[src/ptt_pkg.sv]
// ----------------------------------------------------------------------------
// ptt_pkg: shared types and constants of the periodic timer table
// Sizes, request codes, slot record and result record.
// ----------------------------------------------------------------------------
package ptt_pkg;

  localparam int NUM_TIMERS = 16;
  localparam int IDX_W      = (NUM_TIMERS > 1) ? $clog2(NUM_TIMERS) : 1;
  localparam int CNT_W      = $clog2(NUM_TIMERS + 1);
  localparam int WORD_W     = 32;
  localparam int MODE_W     = 2;

  localparam logic [MODE_W-1:0] MODE_CREATE = 2'd0;
  localparam logic [MODE_W-1:0] MODE_DELETE = 2'd1;
  localparam logic [MODE_W-1:0] MODE_TICK   = 2'd2;

  typedef struct packed {
    logic [WORD_W-1:0] id;
    logic [WORD_W-1:0] period;
    logic [WORD_W-1:0] stamp;
    logic [WORD_W-1:0] tag;
  } slot_t;

  typedef struct packed {
    logic             en;
    logic [IDX_W-1:0] addr;
    slot_t            data;
  } ram_wr_t;

  typedef struct packed {
    logic              status;
    logic              expired;
    logic [WORD_W-1:0] expired_id;
    logic [WORD_W-1:0] expired_period;
    logic [WORD_W-1:0] expired_tag;
  } res_t;

endpackage

[src/ptt_req_if.sv]
// ----------------------------------------------------------------------------
// ptt_req_if: request channel
// Valid/ready channel carrying one create, delete or tick item.
// ----------------------------------------------------------------------------
interface ptt_req_if import ptt_pkg::*; ();
  logic              valid;
  logic              ready;
  logic [MODE_W-1:0] mode;
  logic [WORD_W-1:0] timer_id;
  logic [WORD_W-1:0] period;
  logic [WORD_W-1:0] user_tag;

  modport source (output valid, output mode, output timer_id, output period,
                  output user_tag, input ready);
  modport sink   (input valid, input mode, input timer_id, input period,
                  input user_tag, output ready);
endinterface

[src/ptt_rsp_if.sv]
// ----------------------------------------------------------------------------
// ptt_rsp_if: response channel
// Valid/ready channel carrying one result item per request.
// ----------------------------------------------------------------------------
interface ptt_rsp_if import ptt_pkg::*; ();
  logic              valid;
  logic              ready;
  logic              status;
  logic              expired;
  logic [WORD_W-1:0] expired_id;
  logic [WORD_W-1:0] expired_period;
  logic [WORD_W-1:0] expired_tag;

  modport source (output valid, output status, output expired, output expired_id,
                  output expired_period, output expired_tag, input ready);
  modport sink   (input valid, input status, input expired, input expired_id,
                  input expired_period, input expired_tag, output ready);
endinterface

[src/ptt_slot_ram.sv]
// ----------------------------------------------------------------------------
// ptt_slot_ram: slot record memory
// One write port, one read port, registered read data.
// ----------------------------------------------------------------------------
module ptt_slot_ram import ptt_pkg::*; (
  input  logic             clk,
  input  ram_wr_t          wr,
  input  logic [IDX_W-1:0] rd_addr,
  output slot_t            rd_data
);

  slot_t mem [NUM_TIMERS];

  always_ff @(posedge clk) begin
    if (wr.en) begin
      mem[wr.addr] <= wr.data;
    end
    rd_data <= mem[rd_addr];
  end

endmodule

[src/ptt_scan_ctrl.sv]
// ----------------------------------------------------------------------------
// ptt_scan_ctrl: request sequencer
// Holds tick count and active flags, scans the slot memory one entry a
// cycle, writes back a create or tick hit slot and produces the result record.
// ----------------------------------------------------------------------------
module ptt_scan_ctrl import ptt_pkg::*; (
  input  logic             clk,
  input  logic             rst,
  ptt_req_if.sink          req,
  output ram_wr_t          wr,
  output logic [IDX_W-1:0] rd_addr,
  input  slot_t            rd_data,
  output logic             res_valid,
  input  logic             res_ready,
  output res_t             res
);

  typedef enum logic [2:0] {
    S_IDLE = 3'b001,
    S_SCAN = 3'b010,
    S_HOLD = 3'b100
  } state_t;

  state_t            state;
  logic [WORD_W-1:0] tick_count;
  logic [NUM_TIMERS-1:0] active;
  logic [CNT_W-1:0]  idx;
  logic              pend;
  logic [IDX_W-1:0]  pidx;
  logic [MODE_W-1:0] mode;
  logic [WORD_W-1:0] id;
  logic [WORD_W-1:0] period;
  logic [WORD_W-1:0] tag;

  logic              hit;
  logic              scan_end;
  logic [WORD_W-1:0] elapsed;
  logic              accept;

  assign accept    = req.valid && req.ready;
  assign req.ready = (state == S_IDLE);
  assign res_valid = (state == S_HOLD);
  assign rd_addr   = idx[IDX_W-1:0];
  assign elapsed   = tick_count - rd_data.stamp;
  assign scan_end  = !pend && (idx == CNT_W'(NUM_TIMERS));

  always_comb begin
    case (mode)
      MODE_CREATE: hit = pend && !active[pidx];
      MODE_DELETE: hit = pend && active[pidx] && (rd_data.id == id);
      MODE_TICK:   hit = pend && active[pidx] && (elapsed >= rd_data.period);
      default:     hit = 1'b0;
    endcase
  end

  always_comb begin
    wr.en   = (state == S_SCAN) && hit && (mode != MODE_DELETE);
    wr.addr = pidx;
    if (mode == MODE_CREATE) begin
      wr.data = '{id: id, period: period, stamp: tick_count, tag: tag};
    end else begin
      wr.data = '{id: rd_data.id, period: rd_data.period, stamp: tick_count,
                  tag: rd_data.tag};
    end
  end

  always_ff @(posedge clk) begin
    if (rst) begin
      state      <= S_IDLE;
      tick_count <= '0;
      active     <= '0;
      pend       <= 1'b0;
      idx        <= '0;
    end else begin
      case (state)
        S_IDLE: begin
          if (accept) begin
            mode   <= req.mode;
            id     <= req.timer_id;
            period <= req.period;
            tag    <= req.user_tag;
            idx    <= '0;
            pend   <= 1'b0;
            if (req.mode == MODE_TICK) begin
              tick_count <= tick_count + 1'b1;
            end
            if (req.mode inside {MODE_CREATE, MODE_DELETE, MODE_TICK}) begin
              state <= S_SCAN;
            end else begin
              res   <= '{status: 1'b1, default: '0};
              state <= S_HOLD;
            end
          end
        end
        S_SCAN: begin
          if (hit) begin
            state <= S_HOLD;
            case (mode)
              MODE_CREATE: begin
                active[pidx] <= 1'b1;
                res          <= '0;
              end
              MODE_DELETE: begin
                active[pidx] <= 1'b0;
                res          <= '0;
              end
              default: begin
                res <= '{status: 1'b0, expired: 1'b1, expired_id: rd_data.id,
                         expired_period: rd_data.period,
                         expired_tag: rd_data.tag};
              end
            endcase
          end else if (scan_end) begin
            state <= S_HOLD;
            res   <= '{status: (mode != MODE_TICK), default: '0};
          end else if (idx < CNT_W'(NUM_TIMERS)) begin
            pend <= 1'b1;
            pidx <= idx[IDX_W-1:0];
            idx  <= idx + 1'b1;
          end else begin
            pend <= 1'b0;
          end
        end
        S_HOLD: begin
          if (res_ready) begin
            state <= S_IDLE;
          end
        end
        default: state <= S_IDLE;
      endcase
    end
  end

  a_tick_advance: assert property (@(posedge clk) disable iff (rst)
    accept && (req.mode == MODE_TICK) |=> tick_count == $past(tick_count) + 1'b1)
    else $error("tick count did not advance by one");

  a_create_free: assert property (@(posedge clk) disable iff (rst)
    wr.en && (mode == MODE_CREATE) |-> !active[wr.addr])
    else $error("create wrote over an active slot");

  a_delete_frees: assert property (@(posedge clk) disable iff (rst)
    (state == S_SCAN) && hit && (mode == MODE_DELETE) |=> !active[$past(pidx)])
    else $error("delete left its slot active");

  a_write_in_scan: assert property (@(posedge clk) disable iff (rst)
    wr.en |-> (state == S_SCAN) && (32'(wr.addr) < NUM_TIMERS))
    else $error("slot write outside a scan or beyond the table");

endmodule

[src/ptt_out_reg.sv]
// ----------------------------------------------------------------------------
// ptt_out_reg: result output register
// Holds one result item until the receiver takes it.
// ----------------------------------------------------------------------------
module ptt_out_reg import ptt_pkg::*; (
  input  logic     clk,
  input  logic     rst,
  input  logic     res_valid,
  output logic     res_ready,
  input  res_t     res,
  ptt_rsp_if.source rsp
);

  res_t held;

  assign res_ready          = !rsp.valid || rsp.ready;
  assign rsp.status         = held.status;
  assign rsp.expired        = held.expired;
  assign rsp.expired_id     = held.expired_id;
  assign rsp.expired_period = held.expired_period;
  assign rsp.expired_tag    = held.expired_tag;

  always_ff @(posedge clk) begin
    if (rst) begin
      rsp.valid <= 1'b0;
    end else if (res_ready) begin
      rsp.valid <= res_valid;
    end
  end

  always_ff @(posedge clk) begin
    if (res_valid && res_ready) begin
      held <= res;
    end
  end

endmodule

[src/periodic_timer_table_core.sv]
// ----------------------------------------------------------------------------
// periodic_timer_table_core: table of periodic timers
// Requests arrive on req (mode 0 create, 1 delete, 2 tick) and each yields
// exactly one result item on rsp.
//
// Create stores id, period and tag in the lowest free slot, stamped with the
// current tick count; status 1 when the table is full. Delete frees the
// lowest active slot with a matching id; status 1 when none matches. Tick
// advances the 32-bit tick count and reports and restamps the lowest active
// slot whose elapsed count has reached its period. Mode 3 returns status 1.
//
// Slot records sit in a one-port-read, one-port-write memory; the sequencer
// reads one slot per cycle and stops the scan at the first hit or after the
// last slot; mode 3 goes straight to the result. One item is worked on at a
// time: req.ready is high only between items, while the sequencer is idle.
// The result sits in an output register, so the next item is taken while it
// waits; a stalled receiver holds rsp and, after one more result, the
// sequencer. Reset clears the tick count and all active flags at once.
// ----------------------------------------------------------------------------
module periodic_timer_table_core import ptt_pkg::*; (
  input  logic      clk,
  input  logic      rst,
  ptt_req_if.sink   req,
  ptt_rsp_if.source rsp
);

  ram_wr_t          wr;
  logic [IDX_W-1:0] rd_addr;
  slot_t            rd_data;
  logic             res_valid;
  logic             res_ready;
  res_t             res;

  ptt_slot_ram u_ram (
    .clk     (clk),
    .wr      (wr),
    .rd_addr (rd_addr),
    .rd_data (rd_data)
  );

  ptt_scan_ctrl u_ctrl (
    .clk       (clk),
    .rst       (rst),
    .req       (req),
    .wr        (wr),
    .rd_addr   (rd_addr),
    .rd_data   (rd_data),
    .res_valid (res_valid),
    .res_ready (res_ready),
    .res       (res)
  );

  ptt_out_reg u_out (
    .clk       (clk),
    .rst       (rst),
    .res_valid (res_valid),
    .res_ready (res_ready),
    .res       (res),
    .rsp       (rsp)
  );

endmodule
[src/flat_wrapper.sv]
// flat-port wrapper written by rule: the top's interface ports become plain ports
module periodic_timer_table_core_flat import ptt_pkg::*;
  (clk, rst, req_valid, req_mode, req_timer_id, req_period, req_user_tag, req_ready, rsp_valid, rsp_status, rsp_expired, rsp_expired_id, rsp_expired_period, rsp_expired_tag, rsp_ready);
  ptt_req_if req_i ();
  ptt_rsp_if rsp_i ();
  input  logic clk;
  input  logic rst;
  input wire logic [$bits(req_i.valid)-1:0] req_valid;
  input wire logic [$bits(req_i.mode)-1:0] req_mode;
  input wire logic [$bits(req_i.timer_id)-1:0] req_timer_id;
  input wire logic [$bits(req_i.period)-1:0] req_period;
  input wire logic [$bits(req_i.user_tag)-1:0] req_user_tag;
  output wire logic [$bits(req_i.ready)-1:0] req_ready;
  output wire logic [$bits(rsp_i.valid)-1:0] rsp_valid;
  output wire logic [$bits(rsp_i.status)-1:0] rsp_status;
  output wire logic [$bits(rsp_i.expired)-1:0] rsp_expired;
  output wire logic [$bits(rsp_i.expired_id)-1:0] rsp_expired_id;
  output wire logic [$bits(rsp_i.expired_period)-1:0] rsp_expired_period;
  output wire logic [$bits(rsp_i.expired_tag)-1:0] rsp_expired_tag;
  input wire logic [$bits(rsp_i.ready)-1:0] rsp_ready;
  assign req_i.valid = req_valid;
  assign req_i.mode = req_mode;
  assign req_i.timer_id = req_timer_id;
  assign req_i.period = req_period;
  assign req_i.user_tag = req_user_tag;
  assign req_ready = req_i.ready;
  assign rsp_valid = rsp_i.valid;
  assign rsp_status = rsp_i.status;
  assign rsp_expired = rsp_i.expired;
  assign rsp_expired_id = rsp_i.expired_id;
  assign rsp_expired_period = rsp_i.expired_period;
  assign rsp_expired_tag = rsp_i.expired_tag;
  assign rsp_i.ready = rsp_ready;
  periodic_timer_table_core u_core (.clk(clk), .rst(rst), .req(req_i), .rsp(rsp_i));
endmodule
[config.mk]
export PLATFORM = sky130hd
export DESIGN_NAME = periodic_timer_table_core_flat
export DESIGN_NICKNAME = d
export VERILOG_FILES = /design/src/ptt_pkg.sv /design/src/ptt_req_if.sv /design/src/ptt_rsp_if.sv /design/src/ptt_slot_ram.sv /design/src/ptt_scan_ctrl.sv /design/src/ptt_out_reg.sv /design/src/periodic_timer_table_core.sv /design/src/flat_wrapper.sv
export SDC_FILE = /design/constraint.sdc
export NUM_CORES = 2
export LEC_CHECK = 0
export ABC_AREA = 1
export BUFFER_PORTS_ARGS = -buffer_cell sky130_fd_sc_hd__clkbuf_2
export CAP_MARGIN = 25
export CORE_MARGIN = 4
export CORE_UTILIZATION = 40
export CTS_CLUSTER_DIAMETER = 80
export DETAILED_ROUTE_END_ITERATION = 7
export PLACE_DENSITY_LB_ADDON = 0.25
export SLEW_MARGIN = 20
export SYNTH_ARGS = -nofsm -noshare
export SYNTH_HDL_FRONTEND = slang
export SYNTH_SLANG_ARGS = --single-unit
export TNS_END_PERCENT = 50
[constraint.sdc]
create_clock -name clk -period 15 [get_ports clk]
set_input_delay 0.75 -clock clk [delete_from_list [all_inputs] [get_ports clk]]
set_output_delay 0.75 -clock clk [all_outputs]
set_load 0.05 [all_outputs]
# Word level (Yosys, flattened, before mapping)
# Memory sizes are Yosys's and may differ from the RTL's. A register that Yosys moved wholly into a read port is not among the register bits.
# Index checks and enable logic that the tools add are counted.
# op_classes
eq_ne	18
add_sub_neg	3
n_reduce_logical	28
n_mux	31
n_bitwise	6
order_cmp	4
# ops
op	count
98-bit 2-to-1 mux	4
98-bit case mux with 2 select lines	1
128-bit 2-to-1 mux	1
97-bit 2-to-1 mux	1
32-bit by 1-bit adder with 32-bit output, second input constant	1
32-bit == test	1
32-bit >= comparator	1
16-bit case mux with 2 select lines	1
32-bit subtractor	1
5-bit 2-to-1 mux	4
16-bit AND	1
16-bit inverter	1
16-bit bitwise OR	1
3-bit 2-to-1 mux	5
5-bit AND reduction	3
3-bit AND reduction	4
1-bit logical AND	10
5-bit case mux with 2 select lines	1
3-bit case mux with 3 select lines	1
1-bit 2-to-1 mux	8
2-bit by 1-bit inequality test with 1-bit output, second input constant	4
2-bit inequality test, second input constant	4
5-bit by 1-bit adder with 5-bit output, second input constant	1
5-bit == test, second input constant	1
21 further kinds	29
# totals
mem_bits_rw	2048
output_inout_bits	100
reg_bits	356
n_memories	1
input_bits	102
elab_cells	112
# mem_list
name	words	width	read_ports	rd_ports_with_merged_regs	write_ports	line	source
u_core.u_ram.mem	16	128	1	1	1	ptt_slot_ram.sv:12	slot_t mem [NUM_TIMERS];

# Longest topological paths before layout
# logic_depth
word_depth	9
ltp_mapped	30

# Hierarchy
# A second synthesis with hierarchy kept.
# unflattened
hier_cells	9470
area_unflattened_um2	104561.5
# modules_own_cells
mod	cells_per_inst	n_inst	area_per_inst_um2
ptt_slot_ram	7786	1	87617.8
ptt_scan_ctrl	1580	1	13953.4
ptt_out_reg	104	1	2990.4

# Worst setup path before layout
# No wires, ideal clock.
# synth_timing
path_type	register to register
start	reg u_core.u_ctrl.tick_count[0]
end	mem u_core.u_ram.mem[11][0] (netlist bit) (enable)
setup_slack_ns	1.743
arrival_ns	12.485
path_stages_with_launch	30
n_path_buf	1
required_ns	14.228
path_cell_list	dfxtp_1 > inv_1 > ha_1 > inv_1 > fa_1 > nand3_1 > nand2_1 > a21boi_0 > o21ai_0 > nand3_1 > nand3_1 > nand3_1 > nand2_1 > nand2_1 > o211ai_1 > xor2_1 > ha_1 > nand2_1 > nor2_1 > nand4_1 > a21oi_1 > nor2_1 > nand2_1 > nand3_1 > nand2_2 > nand4_4 > nor2_4 > inv_2 > buf_6 > nor3_1
# synth_between
elab_chain_cells	8
# synth_lines
element	line	source
from (decl)	ptt_scan_ctrl.sv:25	logic [WORD_W-1:0] tick_count;
from (signal assigned)	ptt_scan_ctrl.sv:85	tick_count <= tick_count + 1'b1;
32-bit subtractor	ptt_scan_ctrl.sv:44	assign elapsed = tick_count - rd_data.stamp;
32-bit >= comparator	ptt_scan_ctrl.sv:51	MODE_TICK: hit = pend && active[pidx] && (elapsed >= rd_data.period);
1-bit logical AND	ptt_scan_ctrl.sv:51	
1-bit case mux with 3 select lines	ptt_scan_ctrl.sv:48	case (mode)
1-bit logical AND (2 in series)	ptt_scan_ctrl.sv:57	wr.en = (state == S_SCAN) && hit && (mode != MODE_DELETE);
1-bit 2-to-1 mux	ptt_slot_ram.sv:15	if (wr.en) begin
1-bit 2-to-1 mux (not written as such)	ptt_slot_ram.sv:16	mem[wr.addr] <= wr.data;
to (decl)	ptt_slot_ram.sv:12	
# No other way between the ends.

# Worst setup path in the final report
# layout_timing
start	reg u_core.u_ctrl.tick_count[0]
end	mem u_core.u_ram.mem[7][111] (netlist bit) (enable)
# The elaborated chain is that of the path after synthesis.

==> results.py <==
metrics = {
    "clock_tree": {
        "cts_root_buffer": "clkbuf_16",
        "clkSinkCount": 2532,
        "cts_tree": "yes",
        "post_cts_buffers": 0,
        "worstSkewPairLatency_ns": 0.95,
        "clk_pin_slew_worst_paths_ns": 0.06,
        "cts_buffer_depth": 4,
        "cts_inserted_buffers": 283,
        "ctsHtreeMaxLevel": 5,
        "cts_resized": 0,
    },
    "route": {
        "wl_met1_mm": 109,
        "viasPerCell": 5.43,
        "drtIter0Drc": 5783,
        "drc_errors": 0,
        "top_layer": "met4",
        "met2_length_mm": 124,
        "wl_met3_mm": 16.3,
        "drtAntennaViolNets": 0,
        "vias": 60800,
        "wl_per_cell_microns": 23.0,
        "drt_wl_total_mm": 258,
        "first_pass_iters": 5,
    },
    "power": {
        "cellPowerDensity_mw_per_mm2": 182,
        "peakVddDrop_mv": 0.176,
        "power_w": 0.0205,
        "leakage_nw": 37.5,
    },
    "finish": {
        "most-common-layout-cells": "2346 x edfxtp_1, 1192 x nor2_1, 1145 x o21ai_0",
        "drive_gt1_share_pct": 11.1,
        "num-fill-cells": 21400,
        "final_common_cell": "edfxtp_1",
        "num-nets-final": 7963,
        "fin_cells": 11200,
        "area.growth.synth_to_final_pct": 15.3,
    },
    "floorplan": {
        "core_sq_mm": 0.243,
        "die_x_microns": 502,
        "pin_count": 202,
        "num_rows": 181,
        "die-area_sq_mm": 0.252,
        "initial_core_util_pct": 40.2,
        "die_y_microns": 502,
    },
    "yosys": {
        "avgSynthCellArea_sq_um": 13.1,
        "ys_types": 48,
        "synth_edf_count": 2346,
        "ys.warnings.count": 0,
        "syn_area_sq_mm": 0.0976,
        "synth.ff_latch_count": 2532,
        "synthFlopType": "edfxtp_1",
        "synthTopCellsByArea": "edfxtp_1 72%, o21ai_0 5.9%, nor2_1 4.6%",
        "synth_nets": 7633,
        "synth_cells": 7460,
        "yosysTopAreaCell": "edfxtp_1",
        "seq_area_frac_synth_pct": 76.0,
        "synth_top_cell_area_share_pct": 72.2,
        "async_reset_ff_share_pct": 0,
    },
    "sta": {
        "finClkSkew_ns": 0.0829,
        "fin_crit_sh_pct": 57.2,
        "timing.setup.tns_ns": 0,
        "hold_viol": 0,
        "layout_min_cycle_time_ns": 8.58,
        "grt_setup_unrepaired": "false",
        "whs_ns": 0.0615,
        "setup_violations": 0,
        "slew_viol_final": 0,
        "setup_ws_ns": 6.42,
        "fmax_mhz": 117,
        "tightest_slew_ns": 1.21,
        "slew_headroom_pct": 19.0,
    },
    "global_routing": {
        "grt_pass1_vias": 59500,
        "grt_pass1_wl_mm": 380,
        "grt_max_degree": 204,
        "overflow": 0,
        "antenna_found_initial": 9,
        "grt_usage_pct": 19.9,
    },
    "outcome": {
        "status": "completed",
    },
    "critical_path": {
        "worst-path-buf-inv": 6,
        "crit_path_start": "u_core.u_ctrl.tick_count[0]",
        "crit_top_cell": "nand2_1",
        "crit_end": "u_core.u_ram.mem[7][111]",
        "cp_top_family": "buffers and inverters",
        "path_max_fanout": 46,
        "critical_path_class": "reg2reg",
        "worstPathRequired_ns": 15.52,
        "critPathSlowestCell": "buf_4",
        "cp_num_cells": 29,
        "r2r_end": "u_core.u_ram.mem[7][111]",
        "endpoint_kind": "flip-flop",
        "reg2reg_from": "u_core.u_ctrl.tick_count[0]",
        "reg2reg_depth": 29,
        "worst_setup_path_start_kind": "flip-flop",
        "cp.arrival_ns": 9.10,
        "worst-r2r-setup-slack_ns": 6.42,
        "slowest_delay_ns": 0.89,
    },
    "placement": {
        "dp_cells": 10600,
        "dpl.hpwl_mm": 135,
        "place_congestion": 0.839,
        "portBuffers": 201,
        "dpl_worst_slack_ns": 6.37,
    },
    "flow_run": {
        "cap_violations": 0,
    },
    "worst_hold_path": {
        "holdCritPathClass": "in2reg",
    },
}
-- report_power, final --
part	internal (W)	switching (W)
logic	0.00145	0.00370
clock network	0.00397	0.00268
registers	0.00855	0.000175
total	0.0140	0.00656
-- worst min path at each step --
stage                          start                             endpoint  slack (ns)  cells after the start
5_1_grt                req_period[8]              u_core.u_ctrl.period[8]        0.03                      1
3_3_place_gp   u_core.u_ctrl.res[69]       u_core.u_out.rsp.expired_id[5]        0.40                      0
4_1_cts              req_timer_id[1]                  u_core.u_ctrl.id[1]      0.0004                      1
3_5_place_dp   u_core.u_ctrl.res[56]  u_core.u_out.rsp.expired_period[24]        0.40                      0
6_report               req_period[8]              u_core.u_ctrl.period[8]        0.06                      1
2_1_floorplan  u_core.u_ctrl.res[96]             u_core.u_out.rsp.expired        0.40                      0
-- sequential cells by signal, indices dropped and copies added, names as in the netlist, 2 cells and up, named ones only --
register	cells
u_core.u_ram.mem	2048
u_core.u_ram.rd_data	128
u_core.u_ctrl.res	98
u_core.u_ctrl.id	32
u_core.u_ctrl.period	32
u_core.u_ctrl.tag	32
u_core.u_ctrl.tick_count	32
u_core.u_out.rsp.expired_id	32
u_core.u_out.rsp.expired_period	32
u_core.u_out.rsp.expired_tag	32
u_core.u_ctrl.idx	5
u_core.u_ctrl.pidx	4
u_core.u_ctrl.state	3
u_core.u_ctrl.mode	2
-- timing repair --
item,4_1_cts,5_1_grt
endpoints found under the setup margin,0,0
endpoints found under the hold margin,92,0
hold buffers,92,0
-- Yosys cell counts (all sizes together), types with 3 or more instances --
cell type and count:
edfxtp 2346, nor2 1245, o21ai 1155, nand2 831, o22ai 512, clkbuf 406
inv 234, dfxtp 186, nand4 142, a21oi 90, ha 70, nand3 57
nor3 38, xnor2 38, buf 37, xor2 26, nor4 7, o21a 7
a22oi 6, a21o 5, a31oi 4, nor3b 4, a21boi 3, o211ai 3
-- layout make-up --
class	count	area [sq um]	area share [%]
timing repair buffer	488	3600	3.20
sequential	2532	74200	65.9
clock buffer	377	7850	6.97
inverter	234	911	0.810
tap	3202	4010	3.56
antenna	4	10.0	0.00890
multi-input combinational	4251	21000	18.6
clock inverter	105	1000	0.889
-- metal layers --
| metal | up-vias | track usage (%) |
|---|---|---|
| li1 | 27900 | - |
| met4 | 0 | 6.57 |
| met3 | 416 | 3.24 |
| met2 | 2028 | 32.9 |
| met5 | - | 0 |
| met1 | 30500 | 27.0 |
-- cells by family (layout without fill, tap and decap cells) --
kind of cell	Yosys count	after routing	synth area share, %
flops	2532	2532	76.0
buf+inv	677	1204	2.68
simple gates	2327	2327	9.91
compound gates	1789	1789	9.92
fa+ha+maj	71	71	0.918
xor+xnor	64	64	0.574
other cells	0	4	0
-- stage by stage --
step           cell area (sq um)  utilization [%]
2_1_floorplan              97600                -
3_3_place_gp              103000             42.2
3_5_place_dp              103000             42.2
4_1_cts                   112000             46.3
5_1_grt                   113000             46.3
6_report                  113000             46.3
No activity file was read; power rests on OpenSTA's default activity.
